$ cat src/sv/prime_test_trial_division_defines.svh
// Assertion macros for the trial-division primality tester.
// Included by the top level; depends on nothing else.
`ifndef PRIME_TEST_TRIAL_DIVISION_DEFINES_SVH
`define PRIME_TEST_TRIAL_DIVISION_DEFINES_SVH

// Same-cycle implication, checked out of reset.
`define PTD_ASSERT_IMP(lbl, clk, rstn, ante, cons, msg) \
    lbl: assert property (@(posedge clk) disable iff (!(rstn)) (ante) |-> (cons)) \
        else $error(msg);

// Next-cycle implication, checked out of reset.
`define PTD_ASSERT_NXT(lbl, clk, rstn, ante, cons, msg) \
    lbl: assert property (@(posedge clk) disable iff (!(rstn)) (ante) |=> (cons)) \
        else $error(msg);

`endif

$ cat src/sv/ptd_pkg.sv
// Package for the trial-division primality tester.
// Holds the sequencer state type and default constants; no dependencies.
`default_nettype none

package ptd_pkg;

    localparam int VALUE_WIDTH_DEF = 16;
    localparam int FIRST_DIVISOR   = 2;

    typedef enum logic [2:0] {
        S_IDLE,
        S_CHECK,
        S_DIV,
        S_NEXT,
        S_FINISH
    } t_state;

endpackage

`default_nettype wire

$ cat src/sv/prime_test_trial_division.sv
// The shared one-bit-per-cycle remainder unit sets the run time. The block takes one word
// at a time; the input is ready only while the sequencer is idle. Reset (synchronous,
// active low) returns the sequencer to idle and empties the output register.
// Top level of the trial-division primality tester; uses ptd_pkg and the defines header.
`default_nettype none
`include "prime_test_trial_division_defines.svh"

module prime_test_trial_division
    import ptd_pkg::*;
#(
    parameter int VALUE_WIDTH = VALUE_WIDTH_DEF
) (
    input  wire logic                   i_clk,
    input  wire logic                   i_rst_n,
    input  wire logic                   i_in_valid,
    output logic                        o_in_ready,
    input  wire logic [VALUE_WIDTH-1:0] i_number,
    output logic                        o_out_valid,
    input  wire logic                   i_out_ready,
    output logic                        o_is_prime
);

    // Index width for walking the bits of the number, most significant first.
    localparam int BIT_W = $clog2(VALUE_WIDTH);
    // The first divisor and its square; the square register has one spare bit because
    // the square of the divisor past the bound may exceed the largest number.
    localparam logic [VALUE_WIDTH-1:0] FIRST_D  = VALUE_WIDTH'(FIRST_DIVISOR);
    localparam logic [VALUE_WIDTH:0]   FIRST_SQ = (VALUE_WIDTH + 1)'(FIRST_DIVISOR * FIRST_DIVISOR);

    t_state                 r_state, n_state;
    logic [VALUE_WIDTH-1:0] r_n;        // number under test
    logic [VALUE_WIDTH-1:0] r_d;        // current trial divisor
    logic [VALUE_WIDTH:0]   r_sq;       // r_d squared, kept by running sums
    logic [VALUE_WIDTH-1:0] r_rem;      // partial remainder of r_n by r_d
    logic [BIT_W-1:0]       r_bit;      // bit of r_n being brought down
    logic                   r_result;   // verdict waiting for the output register
    logic                   r_out_valid;
    logic                   r_is_prime;

    // The shared unit: one restoring step of the remainder, bringing down one bit.
    logic [VALUE_WIDTH:0]   w_trial;
    logic                   w_fits;
    logic [VALUE_WIDTH-1:0] n_rem;
    // The square test that bounds the search, and the flag for zero and one.
    logic                   w_past_bound;
    logic                   w_below_two;
    // The output register can take a new verdict when it is empty or being emptied.
    logic                   w_slot_free;
    logic                   w_in_accept;

    always_comb begin
        w_trial      = {r_rem, r_n[r_bit]};
        w_fits       = (w_trial >= {1'b0, r_d});
        n_rem        = w_fits ? VALUE_WIDTH'(w_trial - {1'b0, r_d}) : VALUE_WIDTH'(w_trial);
        w_past_bound = (r_sq > {1'b0, r_n});
        w_below_two  = (r_n < FIRST_D);
        w_slot_free  = !r_out_valid || i_out_ready;
        w_in_accept  = i_in_valid && o_in_ready;
    end

    // Next-state logic of the sequencer.
    always_comb begin
        n_state = r_state;
        unique case (r_state)
            S_IDLE: begin
                if (i_in_valid) begin
                    n_state = S_CHECK;
                end
            end
            S_CHECK: begin
                // Zero and one are not prime; past the square bound with no divisor
                // found, the number is prime. Otherwise try the current divisor.
                if (w_below_two || w_past_bound) begin
                    n_state = S_FINISH;
                end else begin
                    n_state = S_DIV;
                end
            end
            S_DIV: begin
                if (r_bit == '0) begin
                    n_state = S_NEXT;
                end
            end
            S_NEXT: begin
                if (r_rem == '0) begin
                    n_state = S_FINISH;
                end else begin
                    n_state = S_CHECK;
                end
            end
            S_FINISH: begin
                if (w_slot_free) begin
                    n_state = S_IDLE;
                end
            end
            default: n_state = S_IDLE;
        endcase
    end

    // Outputs of the sequencer.
    always_comb begin
        o_in_ready  = (r_state == S_IDLE);
        o_out_valid = r_out_valid;
        o_is_prime  = r_is_prime;
    end

    always_ff @(posedge i_clk) begin
        if (!i_rst_n) begin
            r_state <= S_IDLE;
        end else begin
            r_state <= n_state;
        end
    end

    // Datapath registers; they need no reset since the sequencer loads them first.
    always_ff @(posedge i_clk) begin
        unique case (r_state)
            S_IDLE: begin
                if (w_in_accept) begin
                    r_n  <= i_number;
                    r_d  <= FIRST_D;
                    r_sq <= FIRST_SQ;
                end
            end
            S_CHECK: begin
                r_rem    <= '0;
                r_bit    <= BIT_W'(VALUE_WIDTH - 1);
                r_result <= !w_below_two;
            end
            S_DIV: begin
                r_rem <= n_rem;
                r_bit <= r_bit - BIT_W'(1);
            end
            S_NEXT: begin
                if (r_rem == '0) begin
                    r_result <= 1'b0;
                end else begin
                    // (d + 1)^2 = d^2 + 2d + 1.
                    r_d  <= r_d + VALUE_WIDTH'(1);
                    r_sq <= r_sq + {r_d, 1'b1};
                end
            end
            S_FINISH: begin
                if (w_slot_free) begin
                    r_is_prime <= r_result;
                end
            end
            default: begin
            end
        endcase
    end

    always_ff @(posedge i_clk) begin
        if (!i_rst_n) begin
            r_out_valid <= 1'b0;
        end else if (r_state == S_FINISH && w_slot_free) begin
            r_out_valid <= 1'b1;
        end else if (i_out_ready) begin
            r_out_valid <= 1'b0;
        end
    end

    // A division is only started while the divisor is within the square bound.
    `PTD_ASSERT_IMP(a_div_in_bound, i_clk, i_rst_n, r_state == S_DIV,
        (r_sq <= {1'b0, r_n}), "trial divisor beyond the square bound")
    // The finished remainder is always smaller than the divisor.
    `PTD_ASSERT_IMP(a_rem_below_div, i_clk, i_rst_n, r_state == S_NEXT,
        r_rem < r_d, "remainder not below the divisor")
    // An accepted word starts a fresh search at the first divisor.
    `PTD_ASSERT_NXT(a_start_search, i_clk, i_rst_n, w_in_accept,
        r_state == S_CHECK && r_d == FIRST_D, "search did not restart at the first divisor")
    // A new word appears at the output only after the sequencer has finished.
    `PTD_ASSERT_IMP(a_out_from_finish, i_clk, i_rst_n, $rose(o_out_valid),
        $past(r_state == S_FINISH), "output word without a finished search")

endmodule

`default_nettype wire
$ cat config.mk
export PLATFORM = sky130hd
export DESIGN_NAME = prime_test_trial_division
export DESIGN_NICKNAME = d
export VERILOG_FILES = /design/src/sv/ptd_pkg.sv /design/src/sv/prime_test_trial_division.sv
export VERILOG_INCLUDE_DIRS = /design/src /design/src/sv
export SDC_FILE = /design/constraint.sdc
export NUM_CORES = 1
export LEC_CHECK = 0
export BUFFER_PORTS_ARGS = -buffer_cell sky130_fd_sc_hd__buf_2
export CORE_ASPECT_RATIO = 1.1
export CORE_UTILIZATION = 40
export DETAILED_ROUTE_END_ITERATION = 6
export GPL_TIMING_DRIVEN = 0
export PLACE_DENSITY = 0.67
export SYNTH_ARGS = -nofsm -noshare
export SYNTH_HDL_FRONTEND = slang
export SYNTH_SLANG_ARGS = --single-unit
export TNS_END_PERCENT = 1
$ cat constraint.sdc
create_clock -name i_clk -period 6.1 [get_ports i_clk]
set_input_delay 1.83 -clock i_clk [delete_from_list [all_inputs] [get_ports i_clk]]
set_output_delay 1.83 -clock i_clk [all_outputs]
set_load 0.005 [all_outputs]
==> results by group <==
Outcome
  – Status: complete, no violations

Finish
  – Share of cells above drive strength 1: 14.76%
  – # diodes: 0
  – Layout Nets: 635
  – Fillcell total: 1248
  – Area grow syn2layout: 11.38%
  – Layout Cells excl Fill: 730

Pwr
  – Pleak: 0.002309 uW
  – Sw Ratio: 34.01%
  – Clock share of power: 29.6%
  – Flop pwr share: 38.6%
  – Pwr Density: 294.4 nW/um^2
  – Internal cell power: 1173 uW
  – VDD IR-drop max: 0.0001805 V
  – Combinational share of power: 31.9%
  – Switching power total: 604.5 uW

Clock tree
  – TritonCTS Buffers: 9
  – Clock H-tree levels: 3
  – TritonCTS clock tree: done
  – Clk pin slew, worst setup/hold paths: 0.06 ns
  – Number of cells upsized or downsized after cts: 0
  – Post-CTS Hold Buffers: 0
  – Clock sinks: 75
  – Root buf cell: clkbuf_16
  – Post-CTS setup buffers: 0
  – Worst-Skew Late Latency: 0.34 ns
  – Clock buffer depth: 2

Global route
  – GRT overflow: 0
  – Number of global-route vias before repair: 4068
  – Aggregate global-route resource usage: 19.70%
  – Largest net degree at the start of global routing: 34
  – First-pass GRT wire length: 20.91 mm
  – Initial antenna violation count: 0

Critical path
  – Worst reg2reg endpoint: r_rem[12]
  – Setup crit start kind: flip-flop
  – Crit Path Max Fanout: 7
  – Critical Path AT: 3.93 ns
  – Reg2Reg Launch Point: r_bit[0]
  – CP Class: flip-flop to flip-flop
  – Required @ worst endpoint: 6.16 ns
  – Worst reg-to-reg path cell count: 14
  – Critical Path End Type: flip-flop
  – Worst R2R Setup Slack: 2.23 ns

Yosys
  – Synth top area share: 39.34%
  – Post-synth ARST share: 0%
  – Yosys top cell by area: edfxtp_1
  – Post-synth EDFFs: 71
  – Unique masters post-synth: 68
  – Syn Std Cell Area: 5420 sq um
  – Synth area leaders: edfxtp_1 (39%), ha_1 (11%), xnor2_1 (4.5%), nor2_1 (3.8%), inv_1 (3.0%)
  – Synthesized net count: 601
  – Post-Synthesis Cells: 530
  – Sequential fraction of the synthesis area: 40.81%
  – Ys Warns: 0
  – Post-synth top flop: edfxtp_1
  – Post-synthesis register bit count: 75
  – Syn avg cell area: 10.23 sq um

STA
  – Final Hold Violating Endpoints: 0
  – Max Clock Skew: 0.005872 ns
  – Slew headroom: 46.33%
  – Fin crit period: 3.872 ns
  – RSZ-0062 raised after global routing: false
  – Worst-Margin Slew: 0.8050 ns
  – Fin crit share: 63.47%
  – Setup TNS: 0 ns
  – Max Freq: 0.2583 GHz
  – Setup Viol. Count Final: 0
  – Fin. max-slew vios: 0

Route
  – Post-DRT Antenna Nets: 0
  – Via count: 4143
  – Drt first pass iters: 4
  – DR DRC count: 0
  – Wire length reported by the detailed router: 12.99 mm
  – Initial DRC Count: 232
  – Via density: 5.675
  – WL per Instance: 17.79 um

Placed design
  – Post-Place Cells: 714
  – IO buf count: 22
  – Gpl congestion: 0.8847
  – Hpwl dp: 9.893 mm

Floorplan
  – Die height: 124.1 um
  – Top Ports: 23
  – Total die area: 14020 sq um
  – Initial Util: 41.02%
  – Chip width: 113.0 um
  – Row count: 44
  – Core Box Area: 13210 sq um

Min path
  – Hold path endpoint: o_is_prime
  – Hold path depth: 0
  – Hold Path Origin: r_result
  – Worst Hold Class: flip-flop to flip-flop

Job
  – Maxcap violations: 0
[worst max-delay path by stage]
stage / end / slack, ns / cells after the start / start
after global routing: r_rem[14] / 1.96 / 14 / r_bit[0]
after CTS: r_rem[14] / 2.24 / 14 / r_bit[0]
after global placement: r_rem[12] / 2.31 / 14 / r_bit[0]
after detailed placement: r_rem[12] / 2.27 / 14 / r_bit[0]
final: r_rem[12] / 2.23 / 14 / r_bit[0]
after floorplan: r_rem[12] / 2.70 / 14 / r_bit[0]
[stage by stage]
stage	hold WS [ns]	instance area (sq um)	setup slack (ns)	total power (uW)	util (%)
after floorplan	0.4003	5420	2.700	1115	-
after global placement	0.4076	5732	2.306	1233	43.38
after detailed placement	0.4101	5751	2.269	1253	43.52
after CTS	0.4236	6037	2.238	1781	45.69
after global routing	0.4278	6037	1.957	1867	45.69
final	0.4273	6037	2.228	1778	45.69
[kinds of logic (layout without fill, tap and decap cells)]
| family | Yosys count | in the layout | synth area share (%) |
|---|---|---|---|
| AO/OA/AOI/OAI | 119 | 119 | 17.01 |
| adder cells (fa/ha/maj) | 51 | 51 | 12.05 |
| multiplexers | 6 | 6 | 2.285 |
| flip-flops | 75 | 75 | 40.81 |
| buffers and inverters | 58 | 97 | 4.547 |
| XOR/XNOR | 36 | 36 | 5.817 |
| AND/OR/NAND/NOR | 185 | 185 | 17.47 |
[power by group through the flow]
| stage | Sequential, uW | Clock (uW) | Combinational [uW] |
|---|---|---|---|
| detailed placement | 695 | 0 | 558 |
| floorplan | 671 | 0 | 444 |
| CTS | 685 | 534 | 563 |
| finish | 685 | 526 | 566 |
| global route | 691 | 549 | 626 |
| global placement | 694 | 0 | 539 |
[placed cells by master, fill, tap and decap left out, types with 7 or more instances in the layout]
| master | n |
|---|---|
| xnor2_1 | 28 |
| nand4_1 | 11 |
| clkbuf_16 | 9 |
| a21o_1 | 11 |
| o21ai_0 | 10 |
| nand2_1 | 25 |
| a21oi_1 | 25 |
| xor2_1 | 8 |
| a21oi_2 | 11 |
| nand3_1 | 27 |
| o21ai_1 | 7 |
| nor4_1 | 9 |
| nor3_1 | 16 |
| ha_1 | 49 |
| nor2b_1 | 10 |
| inv_1 | 43 |
| buf_2 | 24 |
| nor2_1 | 55 |
| clkbuf_1 | 11 |
| o21ai_2 | 9 |
| edfxtp_1 | 71 |
[worst max-delay path, stage by stage, from the launching register on]
cell	delay, ns
edfxtp_1	0.34
buf_6	0.14
mux4_2	0.51
mux4_2	0.55
inv_1	0.08
ha_1	0.15
inv_1	0.05
fa_1	0.41
a21oi_1	0.23
o22ai_1	0.18
o41ai_2	0.40
o21ai_1	0.20
xor2_1	0.18
o21ai_2	0.08
a21oi_2	0.06
[routing by layer]
layer | share of wire (%) | GRT usage (%) | routed length [um] | vias up
met5 | 0 | 0 | 0 | -
met4 | 2.4 | 7.648 | 311 | 0
met3 | 2.8 | 3.455 | 370 | 23
met2 | 50 | 34.65 | 6429 | 90
met1 | 45 | 24.23 | 5874 | 1995
li1 | - | - | - | 2035
[layout make-up]
type / instances / area, sq um / share of cell area, %
clock inverter: 5 / 53.80 / 0.8912
clock buffer: 11 / 232.7 / 3.855
inverter: 43 / 161.4 / 2.674
buffer: 15 / 85.08 / 1.409
timing repair buffer: 23 / 125.1 / 2.073
tap: 161 / 201.4 / 3.337
multi-input combinational: 397 / 2965 / 49.12
sequential: 75 / 2212 / 36.64
[Yosys cell counts (3+ instances only)]
master	instances
a211oi_1	4
a21o_1	11
a21oi_1	26
a21oi_2	10
a31oi_1	6
and2_1	4
and3_1	3
buf_6	3
clkbuf_1	9
dfxtp_1	4
edfxtp_1	71
ha_1	49
inv_1	43
mux4_2	5
nand2_1	25
nand2b_1	5
nand3_1	27
nand4_1	11
nor2_1	55
nor2b_1	10
nor3_1	16
nor3b_1	3
nor4_1	9
o211ai_1	3
o21a_1	6
o21ai_0	10
o21ai_1	7
o21ai_2	9
xnor2_1	28
xor2_1	8
[state kept, by name (all words and copies together) (netlist names)]
| register | cells |
|---|---|
| r_state | 3 |
| r_rem | 16 |
| r_bit | 4 |
| o_is_prime | 1 |
| o_out_valid | 1 |
| r_n | 16 |
| r_result | 1 |
| r_sq | 17 |
| r_d | 16 |
No activity file was read; power rests on OpenSTA's default activity.
